`config.mk`:
```
export PLATFORM = sky130hd
export DESIGN_NAME = fm_pll_demodulator
export DESIGN_NICKNAME = d
export VERILOG_FILES = /design/src/hw/rtl/fpd_pkg.sv /design/src/hw/rtl/fm_pll_demodulator.sv /design/src/hw/rtl/fpd_cordic.sv
export SDC_FILE = /design/constraint.sdc
export NUM_CORES = 2
export LEC_CHECK = 0
export ABC_AREA = 1
export ABC_CLOCK_PERIOD_IN_PS = 10700
export BUFFER_PORTS_ARGS = -buffer_cell sky130_fd_sc_hd__buf_2
export CORE_UTILIZATION = 60
export DETAILED_ROUTE_END_ITERATION = 6
export HOLD_SLACK_MARGIN = 0.12
export PLACE_DENSITY = 0.76
export REMOVE_ABC_BUFFERS = 1
export SYNTH_ARGS = -nofsm -noshare
export SYNTH_HDL_FRONTEND = slang
export SYNTH_SLANG_ARGS = --single-unit
```
`constraint.sdc`:
```
create_clock -name clk -period 10.7 [get_ports clk]
set_input_delay 1.07 -clock clk [delete_from_list [all_inputs] [get_ports clk]]
set_output_delay 1.07 -clock clk [all_outputs]
set_load 0.005 [all_outputs]
```
`src/hw/rtl/fpd_pkg.sv`:
```
package fpd_pkg;

	localparam int GUARD_BITS = 16;
	localparam int GAIN_FRAC  = 18;
	localparam int ATAN_COUNT = 24;

	localparam int FREQ_W  = 24;
	localparam int LIMIT_W = 23;
	localparam int COEF_W  = 18;
	localparam int OGAIN_W = 16;
	localparam int DC_W    = 42;
	localparam int DIFF_W  = 43;
	localparam int DLO_W   = 22;
	localparam int ACC_W   = 62;
	localparam int AUDIO_W = 16;

	localparam int CFG_IDX_W  = 3;
	localparam int CFG_DATA_W = 23;

	localparam logic [CFG_IDX_W-1:0] REG_LOOP_ALPHA = 3'd0;
	localparam logic [CFG_IDX_W-1:0] REG_LOOP_BETA  = 3'd1;
	localparam logic [CFG_IDX_W-1:0] REG_FREQ_LIMIT = 3'd2;
	localparam logic [CFG_IDX_W-1:0] REG_DC_ALPHA   = 3'd3;
	localparam logic [CFG_IDX_W-1:0] REG_OUT_GAIN   = 3'd4;

	// atan(2^-k) in 2^-32 turn
	localparam logic [31:0] ATAN_TURN32 [ATAN_COUNT] = '{
		32'd536870912, 32'd316933406, 32'd167458907, 32'd85004756, 32'd42667331,
		32'd21354465, 32'd10680862, 32'd5340245, 32'd2670163, 32'd1335087,
		32'd667544, 32'd333772, 32'd166886, 32'd83443, 32'd41722, 32'd20861,
		32'd10430, 32'd5215, 32'd2608, 32'd1304, 32'd652, 32'd326, 32'd163, 32'd81
	};

	// step angle rounded to the phase resolution
	function automatic logic [31:0] atan_step(input logic [4:0] k, input int pbits);
		logic [33:0] t;
		logic [33:0] r;
		t = {1'b0, ATAN_TURN32[k], 1'b0} >> (32 - pbits);
		r = (t + 34'd1) >> 1;
		return r[31:0];
	endfunction

endpackage

```
`src/hw/rtl/fm_pll_demodulator.sv`:
```
// fm_pll_demodulator: second-order pll fm demodulator
// input channel: one complex sample (sample_i, sample_q) per request,
// taken on in_valid && in_ready. in_ready is high only while the
// sequencer is idle.
// output channel: one audio_out per input, held in an output register
// until out_valid && out_ready.
// config channel: cfg_index/cfg_data written on cfg_valid && cfg_ready,
// cfg_ready is always high; unknown indexes are dropped.
// sequence: a sample runs through the cordic vectoring iterations
// (one stage per cycle; skipped for an all-zero sample) and then the
// loop update, which runs its six products through one shared
// multiplier with an 18-bit coefficient operand.
// a new sample is taken the cycle after the result is loaded.
// stalls: a result waiting on out_ready does not block a new sample;
// the following result waits at the end of its sequence until the
// output register frees up.
// reset: nco phase, loop frequency and dc estimate clear to zero,
// gains and freq limit clear to zero, out_gain to 256 (2^-8, 16 fraction bits).
module fm_pll_demodulator import fpd_pkg::*; #(
	parameter int PHASE_BITS    = 24,
	parameter int CORDIC_STAGES = 16,
	parameter int SAMPLE_BITS   = 16
) (
	input  logic                          clk,
	input  logic                          arst_n,
	input  logic                          in_valid,
	output logic                          in_ready,
	input  logic signed [SAMPLE_BITS-1:0] sample_i,
	input  logic signed [SAMPLE_BITS-1:0] sample_q,
	output logic                          out_valid,
	input  logic                          out_ready,
	output logic signed [AUDIO_W-1:0]     audio_out,
	input  logic                          cfg_valid,
	output logic                          cfg_ready,
	input  logic [CFG_IDX_W-1:0]          cfg_index,
	input  logic [CFG_DATA_W-1:0]         cfg_data
);

	localparam int MW = (PHASE_BITS + 1 > DLO_W + 1) ? PHASE_BITS + 1 : DLO_W + 1;
	localparam int PW = MW + COEF_W + 1;
	localparam int NW = MW + 2;

	typedef enum logic [3:0] {
		S_IDLE, S_ROT, S_ERR, S_MB, S_FRQ, S_PH, S_DL, S_DH, S_DC, S_D2,
		S_OL, S_OH, S_OUT
	} state_t;

	state_t state_q;

	logic [COEF_W-1:0]  loop_alpha_q, loop_beta_q, dc_alpha_q;
	logic [LIMIT_W-1:0] freq_limit_q;
	logic [OGAIN_W-1:0] out_gain_q;

	logic [PHASE_BITS-1:0]    nco_q;
	logic signed [FREQ_W-1:0] lf_q;
	logic signed [DC_W-1:0]   dc_q;
	logic signed [MW-1:0]     err_q;
	logic signed [DIFF_W-1:0] diff_q;
	logic signed [PW-1:0]     prod_q;
	logic signed [ACC_W-1:0]  acc_q;
	logic                     zero_q;
	logic                     out_valid_q;
	logic signed [AUDIO_W-1:0] audio_q;

	logic                  accept, cor_start, cor_done, in_zero;
	logic [PHASE_BITS-1:0] cor_angle, s_sum;
	logic signed [MW-1:0]  s_ext, err_n, mul_a;
	logic [COEF_W-1:0]     mul_b;
	logic signed [PW-1:0]  prod, pr_rnd, pr_shift;
	logic signed [NW-1:0]  rnd_p, freq_sum, lim, neg_lim, lf_ext, ph_sum, nco_ext;
	logic signed [DIFF_W-1:0] diff_n;
	logic signed [ACC_W-1:0]  acc_sum, acc_dc, acc_out;
	logic signed [DC_W-1:0]   dc_n;

	assign in_zero   = (sample_i == '0) && (sample_q == '0);
	assign accept    = in_valid && in_ready;
	assign cor_start = accept && !in_zero;

	fpd_cordic #(
		.SAMPLE_BITS  (SAMPLE_BITS),
		.PHASE_BITS   (PHASE_BITS),
		.CORDIC_STAGES(CORDIC_STAGES)
	) u_cordic (
		.clk     (clk),
		.arst_n  (arst_n),
		.start   (cor_start),
		.sample_i(sample_i),
		.sample_q(sample_q),
		.done    (cor_done),
		.angle   (cor_angle)
	);

	// shared multiplier operand select, upper output product held while waiting
	always_comb begin
		case (state_q)
			S_MB, S_FRQ: mul_a = err_q;
			S_DL, S_OL:  mul_a = {{(MW-DLO_W){1'b0}}, diff_q[DLO_W-1:0]};
			S_DH, S_OH, S_OUT: mul_a = {{(MW-DIFF_W+DLO_W){diff_q[DIFF_W-1]}},
			                      diff_q[DIFF_W-1:DLO_W]};
			default:     mul_a = '0;
		endcase
		case (state_q)
			S_MB:       mul_b = loop_beta_q;
			S_FRQ:      mul_b = loop_alpha_q;
			S_DL, S_DH: mul_b = dc_alpha_q;
			S_OL, S_OH, S_OUT: mul_b = {{(COEF_W-OGAIN_W){1'b0}}, out_gain_q};
			default:    mul_b = '0;
		endcase
	end

	always_comb begin
		prod  = mul_a * $signed({1'b0, mul_b});
		s_sum = cor_angle + nco_q;
		s_ext = {{(MW-PHASE_BITS){s_sum[PHASE_BITS-1]}}, s_sum};
		err_n = zero_q ? '0 : -s_ext;

		pr_rnd   = prod_q + PW'(1 << (GAIN_FRAC - 1));
		pr_shift = pr_rnd >>> GAIN_FRAC;
		rnd_p    = pr_shift[NW-1:0];

		lf_ext   = {{(NW-FREQ_W){lf_q[FREQ_W-1]}}, lf_q};
		freq_sum = lf_ext + rnd_p;
		lim      = {{(NW-LIMIT_W){1'b0}}, freq_limit_q};
		neg_lim  = -lim;
		nco_ext  = {{(NW-PHASE_BITS){1'b0}}, nco_q};
		ph_sum   = nco_ext + lf_ext + rnd_p;

		diff_n = {lf_q[FREQ_W-1], lf_q, {GAIN_FRAC{1'b0}}} - {dc_q[DC_W-1], dc_q};

		acc_sum = acc_q + ({{(ACC_W-PW){prod_q[PW-1]}}, prod_q} <<< DLO_W);
		acc_dc  = (acc_sum + ACC_W'(1 << (GAIN_FRAC - 1))) >>> GAIN_FRAC;
		dc_n    = dc_q + acc_dc[DC_W-1:0];
		acc_out = (acc_sum + (ACC_W'(1) <<< (GAIN_FRAC + 15))) >>> (GAIN_FRAC + 16);
	end

	always_ff @(posedge clk or negedge arst_n) begin
		if (!arst_n) begin
			loop_alpha_q <= '0;
			loop_beta_q  <= '0;
			freq_limit_q <= '0;
			dc_alpha_q   <= '0;
			out_gain_q   <= OGAIN_W'(256);
		end else if (cfg_valid && cfg_ready) begin
			case (cfg_index)
				REG_LOOP_ALPHA: loop_alpha_q <= cfg_data[COEF_W-1:0];
				REG_LOOP_BETA:  loop_beta_q  <= cfg_data[COEF_W-1:0];
				REG_FREQ_LIMIT: freq_limit_q <= cfg_data[LIMIT_W-1:0];
				REG_DC_ALPHA:   dc_alpha_q   <= cfg_data[COEF_W-1:0];
				REG_OUT_GAIN:   out_gain_q   <= cfg_data[OGAIN_W-1:0];
				default: ;
			endcase
		end
	end

	always_ff @(posedge clk) begin
		prod_q <= prod;
	end

	always_ff @(posedge clk or negedge arst_n) begin
		if (!arst_n) begin
			state_q     <= S_IDLE;
			out_valid_q <= 1'b0;
			nco_q       <= '0;
			lf_q        <= '0;
			dc_q        <= '0;
			zero_q      <= 1'b0;
		end else begin
			if (out_valid_q && out_ready && state_q != S_OUT) begin
				out_valid_q <= 1'b0;
			end
			case (state_q)
				S_IDLE: begin
					if (accept) begin
						zero_q  <= in_zero;
						state_q <= in_zero ? S_ERR : S_ROT;
					end
				end
				S_ROT: begin
					if (cor_done) begin
						state_q <= S_ERR;
					end
				end
				S_ERR: begin
					err_q   <= err_n;
					state_q <= S_MB;
				end
				S_MB: state_q <= S_FRQ;
				S_FRQ: begin
					if (freq_sum > lim) begin
						lf_q <= lim[FREQ_W-1:0];
					end else if (freq_sum < neg_lim) begin
						lf_q <= neg_lim[FREQ_W-1:0];
					end else begin
						lf_q <= freq_sum[FREQ_W-1:0];
					end
					state_q <= S_PH;
				end
				S_PH: begin
					nco_q   <= ph_sum[PHASE_BITS-1:0];
					diff_q  <= diff_n;
					state_q <= S_DL;
				end
				S_DL: state_q <= S_DH;
				S_DH: begin
					acc_q   <= {{(ACC_W-PW){prod_q[PW-1]}}, prod_q};
					state_q <= S_DC;
				end
				S_DC: begin
					dc_q    <= dc_n;
					state_q <= S_D2;
				end
				S_D2: begin
					diff_q  <= diff_n;
					state_q <= S_OL;
				end
				S_OL: state_q <= S_OH;
				S_OH: begin
					acc_q   <= {{(ACC_W-PW){prod_q[PW-1]}}, prod_q};
					state_q <= S_OUT;
				end
				S_OUT: begin
					if (!out_valid_q || out_ready) begin
						if (acc_out > ACC_W'(32767)) begin
							audio_q <= 16'sd32767;
						end else if (acc_out < -ACC_W'(32768)) begin
							audio_q <= -16'sd32768;
						end else begin
							audio_q <= acc_out[AUDIO_W-1:0];
						end
						out_valid_q <= 1'b1;
						state_q     <= S_IDLE;
					end
				end
				default: state_q <= S_IDLE;
			endcase
		end
	end

	assign in_ready  = (state_q == S_IDLE);
	assign out_valid = out_valid_q;
	assign audio_out = audio_q;
	assign cfg_ready = 1'b1;

	a_busy_after_accept: assert property (@(posedge clk) disable iff (!arst_n)
		(in_valid && in_ready) |=> !in_ready)
		else $error("sequencer took a request but stayed idle");

	a_cordic_done_in_rot: assert property (@(posedge clk) disable iff (!arst_n)
		cor_done |-> (state_q == S_ROT))
		else $error("cordic finished outside the rotation state");

	a_out_from_seq: assert property (@(posedge clk) disable iff (!arst_n)
		$rose(out_valid) |-> $past(state_q == S_OUT))
		else $error("result appeared without finishing a sample");

	a_zero_skips_cordic: assert property (@(posedge clk) disable iff (!arst_n)
		(state_q == S_ERR) && zero_q |-> !cor_done)
		else $error("cordic ran on a zero sample");

endmodule

```
`src/hw/rtl/fpd_cordic.sv`:
```
module fpd_cordic import fpd_pkg::*; #(
	parameter int SAMPLE_BITS   = 16,
	parameter int PHASE_BITS    = 24,
	parameter int CORDIC_STAGES = 16
) (
	input  logic                          clk,
	input  logic                          arst_n,
	input  logic                          start,
	input  logic signed [SAMPLE_BITS-1:0] sample_i,
	input  logic signed [SAMPLE_BITS-1:0] sample_q,
	output logic                          done,
	output logic [PHASE_BITS-1:0]         angle
);

	localparam int CW = SAMPLE_BITS + GUARD_BITS + 2;
	localparam int KW = (CORDIC_STAGES > 1) ? $clog2(CORDIC_STAGES) : 1;
	localparam logic [KW-1:0] K_LAST = KW'(CORDIC_STAGES - 1);

	typedef enum logic {C_IDLE, C_RUN} cstate_t;

	cstate_t               state_q;
	logic                  done_q;
	logic [KW-1:0]         k_q;
	logic signed [CW-1:0]  x_q, y_q;
	logic [PHASE_BITS-1:0] z_q;

	logic signed [CW-1:0]  xs, ys, dx, dy;
	logic [31:0]           stp_full;
	logic [PHASE_BITS-1:0] stp;

	always_comb begin
		xs = {{2{sample_i[SAMPLE_BITS-1]}}, sample_i, {GUARD_BITS{1'b0}}};
		ys = {{2{sample_q[SAMPLE_BITS-1]}}, sample_q, {GUARD_BITS{1'b0}}};
		dx = y_q >>> k_q;
		dy = x_q >>> k_q;
		stp_full = atan_step(5'(k_q), PHASE_BITS);
		stp = stp_full[PHASE_BITS-1:0];
	end

	always_ff @(posedge clk or negedge arst_n) begin
		if (!arst_n) begin
			state_q <= C_IDLE;
			done_q  <= 1'b0;
			k_q     <= '0;
		end else begin
			case (state_q)
				C_IDLE: begin
					done_q <= 1'b0;
					if (start) begin
						// left half plane: turn by half a turn first
						if (xs < 0) begin
							x_q <= -xs;
							y_q <= -ys;
							z_q <= {1'b1, {(PHASE_BITS-1){1'b0}}};
						end else begin
							x_q <= xs;
							y_q <= ys;
							z_q <= '0;
						end
						k_q     <= '0;
						state_q <= C_RUN;
					end
				end
				C_RUN: begin
					if (y_q >= 0) begin
						x_q <= x_q + dx;
						y_q <= y_q - dy;
						z_q <= z_q + stp;
					end else begin
						x_q <= x_q - dx;
						y_q <= y_q + dy;
						z_q <= z_q - stp;
					end
					if (k_q == K_LAST) begin
						done_q  <= 1'b1;
						state_q <= C_IDLE;
					end else begin
						k_q <= k_q + 1'b1;
					end
				end
				default: state_q <= C_IDLE;
			endcase
		end
	end

	assign done  = done_q;
	assign angle = z_q;

endmodule

```
==> results by group <==
Layout
  – Cell area after layout: 62,900 µm²
  – Final Net Count: ~9,400
  – Fin util: 64.7%
  – Proportion of layout cells with a drive suffix above 1: 4.62%
  – Synth-to-layout area growth: 6.11%
  – # fillers: 8,891

GRT
  – First-pass GRT wire length: 295,000 µm
  – Largest net degree at the start of global routing: between 70 and 80
  – Initial antenna violation count: 13
  – Total GRT Usage: a little under two fifths
  – Overflow after GRT: 0
  – Vias in the first global route: 52,400

STA
  – Endpoints failing hold: 0
  – Slew margin rel.: 6.71%
  – Pins Over Slew Limit: 0
  – Tcrit/Tclk final: 89.9%
  – Final setup fails: 0
  – Worst clock skew: 0.0635 ns
  – Final TNS setup: 0 ns
  – Worst Max-Slew Pin Slew: 1.40 ns
  – Max Clock Freq: roughly 100 MHz
  – Min cycle time layout: 9.62 ns
  – RSZ-0062 raised after global routing: no

Critical path
  – CP required: approximately 11 ns
  – Crit path buffers/inverters: 9
  – WS Path Type: register to register
  – Top Family by Delay on Critical Path: adder cells
  – Worst path slowest cell: clkinv_1
  – CP max FO: 64
  – Max incr delay on CP: between 1 and 1.5 ns
  – Critical Path End Type: register
  – Critical path's most frequent cell: inv_1
  – Critical path arrival: between 10 and 15 ns
  – Critical Path Start Type: register

Routing
  – Pre-antenna DRT Iters: 6
  – DRT iter0 DRCs: 6,075
  – Drt drc: 0
  – Vias per Instance: 5.76
  – DR WL/cell: 19.7 µm
  – Post-DRT Antenna Nets: 0
  – Via count: about 56,000
  – Routed wire length: 191,000 µm

Min path
  – Hold WC Path Type: input pin to asynchronous set/reset pin

Floorplan
  – Initial Util: 61.0%
  – Core Rows: around 110
  – Die H: 316 µm
  – Die ar.: 100,000 µm²
  – Core area: 97,300 µm²
  – Die width: 316 µm
  – I/O Pins: 82

CTS
  – Clock Sinks: 442
  – Worst-path clk slew: 0.06 ns
  – H-tree depth: 2
  – Resized cells post-CTS: 0
  – TritonCTS clock tree: yes
  – CTS Hold Bufs: 0
  – CTS buffer count: 53
  – CTS Root Cell: clkbuf_16
  – Clock latency at the later pin of the worst-skew pair: roughly 0.71 ns
  – Post-CTS Setup Repair Bufs: 0
  – Clock tree buffer depth: 3

Logic synthesis
  – Register area share after synthesis: 20.0%
  – Post-synthesis cell area: between 50,000 and 60,000 µm²
  – EDFF count, synth: between 200 and 250
  – FFs w/ async S/R, synth: around 44%
  – Synth warnings: 0
  – Post-synthesis cell type count: 78
  – Number of synthesized register bits: 442
  – Ys flop type: edfxtp_1
  – Synthesized instance count: about 8,400
  – Syn Area/Cell: 7.05 µm²

Placed design
  – Placed cell area: between 60,000 and 70,000 µm²
  – Hpwl dp: around 150,000 µm
  – RePlAce Congestion: 1.01
  – Port bufs: 80

Run status
  – Status: finished, final reports clean

Run
  – Max cap viols: 0
## cell usage after synthesis, drive strengths merged (112+ instances only)
cell    instances  share of area (%)
a21oi         492                4.2
clkbuf        133               0.84
dfrtp         194                8.2
edfxtp        203                 10
fa            476                 16
ha            443                9.3
inv          1684                 11
nand2        2138                 14
nand3         253                2.2
nor2          693                4.6
o21ai         644                5.5
xnor2         112                1.7
xor2          246                3.6
## worst reg2reg max path, delay by kind of cell (launching register included)
kind / cells / cell delay, ns
buf+inv: 9 / 2.02
compound gates: 8 / 2.59
fa+ha+maj: 7 / 3.40
flops: 1 / 0.44
xor+xnor: 1 / 0.15
simple gates: 7 / 0.95
## cell type report
type	instances	area, µm²	area share (%)
multi-input combinational	6077	40300	64.0
timing repair buffer	148	920	1.46
antenna	3	7.51	0.0119
tap	1276	1600	2.54
clock buffer	69	1520	2.42
sequential	442	11900	18.9
clock inverter	31	394	0.626
inverter	1695	6370	10.1
## cell families after synthesis
logic type	count (synthesis)	synth area share, %
other	1	0.00632
xor gates and xnor gates	358	5.33
AOI/OAI and AO/OA	1419	13.2
buffers and inverters	1890	12.2
muxes	40	0.675
DFF	442	20.0
and+or+nand+nor	3340	23.1
adders and majority gates	919	25.4
## worst paths after layout
| path | startpoint | endpoint | slack, ns | depth (start not counted) |
|---|---|---|---|---|
| min | arst_n | freq_limit_q[19] | 0.38 | 1 |
| max | state_q[0] | prod_q[42] | 1.08 | 32 |
| max in group asynchronous | arst_n | u_cordic.k_q[2] | 8.81 | 2 |
| max reg2reg | state_q[0] | prod_q[42] | 1.08 | 32 |
| min in group clk | loop_beta_q[8] | loop_beta_q[8] | 0.49 | 2 |
| min reg2reg | loop_beta_q[8] | loop_beta_q[8] | 0.49 | 2 |
## registers in the layout (all words and copies together), names as in the netlist, 23 cells and up
| name | cells |
|---|---|
| freq_limit_q | 23 |
| lf_q | 24 |
| diff_q | 43 |
| acc_q | 27 |
| nco_q | 24 |
| u_cordic.x_q | 34 |
| u_cordic.angle | 24 |
| u_cordic.y_q | 34 |
| err_q | 25 |
| prod_q | 44 |
| dc_q | 42 |
## per-layer routing
metal	vias to the layer above	GRT usage (%)	part of all wire, %
met5	-	0	0.064
met4	18	13.3	3.7
met3	410	6.70	10
met2	2605	59.1	44
met1	26500	54.0	42
li1	26500	-	-
## cells in the final DEF, fill, tap and decap left out, types with 22 or more instances in the layout
| cell type | Yosys | layout |
|---|---|---|
| nor3_1 | 92 | 89 |
| a21oi_1 | 490 | 489 |
| o21ai_0 | 597 | 597 |
| nand2_2 | 25 | 25 |
| inv_1 | 1666 | 1664 |
| a31oi_1 | 57 | 57 |
| ha_1 | 443 | 443 |
| nand4_1 | 77 | 77 |
| nor4_1 | 22 | 22 |
| o21a_1 | 36 | 36 |
| dfxtp_1 | 44 | 44 |
| nand3_1 | 247 | 247 |
| o211ai_1 | 23 | 23 |
| edfxtp_1 | 203 | 203 |
| o21ai_1 | 44 | 44 |
| dfrtp_1 | 194 | 189 |
| nand2_1 | 2111 | 2111 |
| xor2_1 | 245 | 245 |
| nor2_1 | 656 | 652 |
| fa_1 | 476 | 476 |
| a21o_1 | 26 | 26 |
| nor2_2 | 27 | 30 |
| clkbuf_16 | 0 | 57 |
| buf_4 | 8 | 68 |
| mux2i_1 | 40 | 40 |
| xnor2_1 | 110 | 109 |
| buf_2 | 28 | 79 |
## metrics by stage
step           hold WS [ns]  setup slack, ns  cells
5_1_grt               0.408            0.726   9738
4_1_cts               0.372             1.56   9738
3_3_place_gp          0.466             1.14   9637
3_5_place_dp          0.474             1.60   9638
2_1_floorplan         0.429             1.83   8214
6_report              0.377             1.08   9741
Power is left out: the tool's default activity adds up to more than one toggle a clock period on the data nets, which glitch-free logic cannot reach.
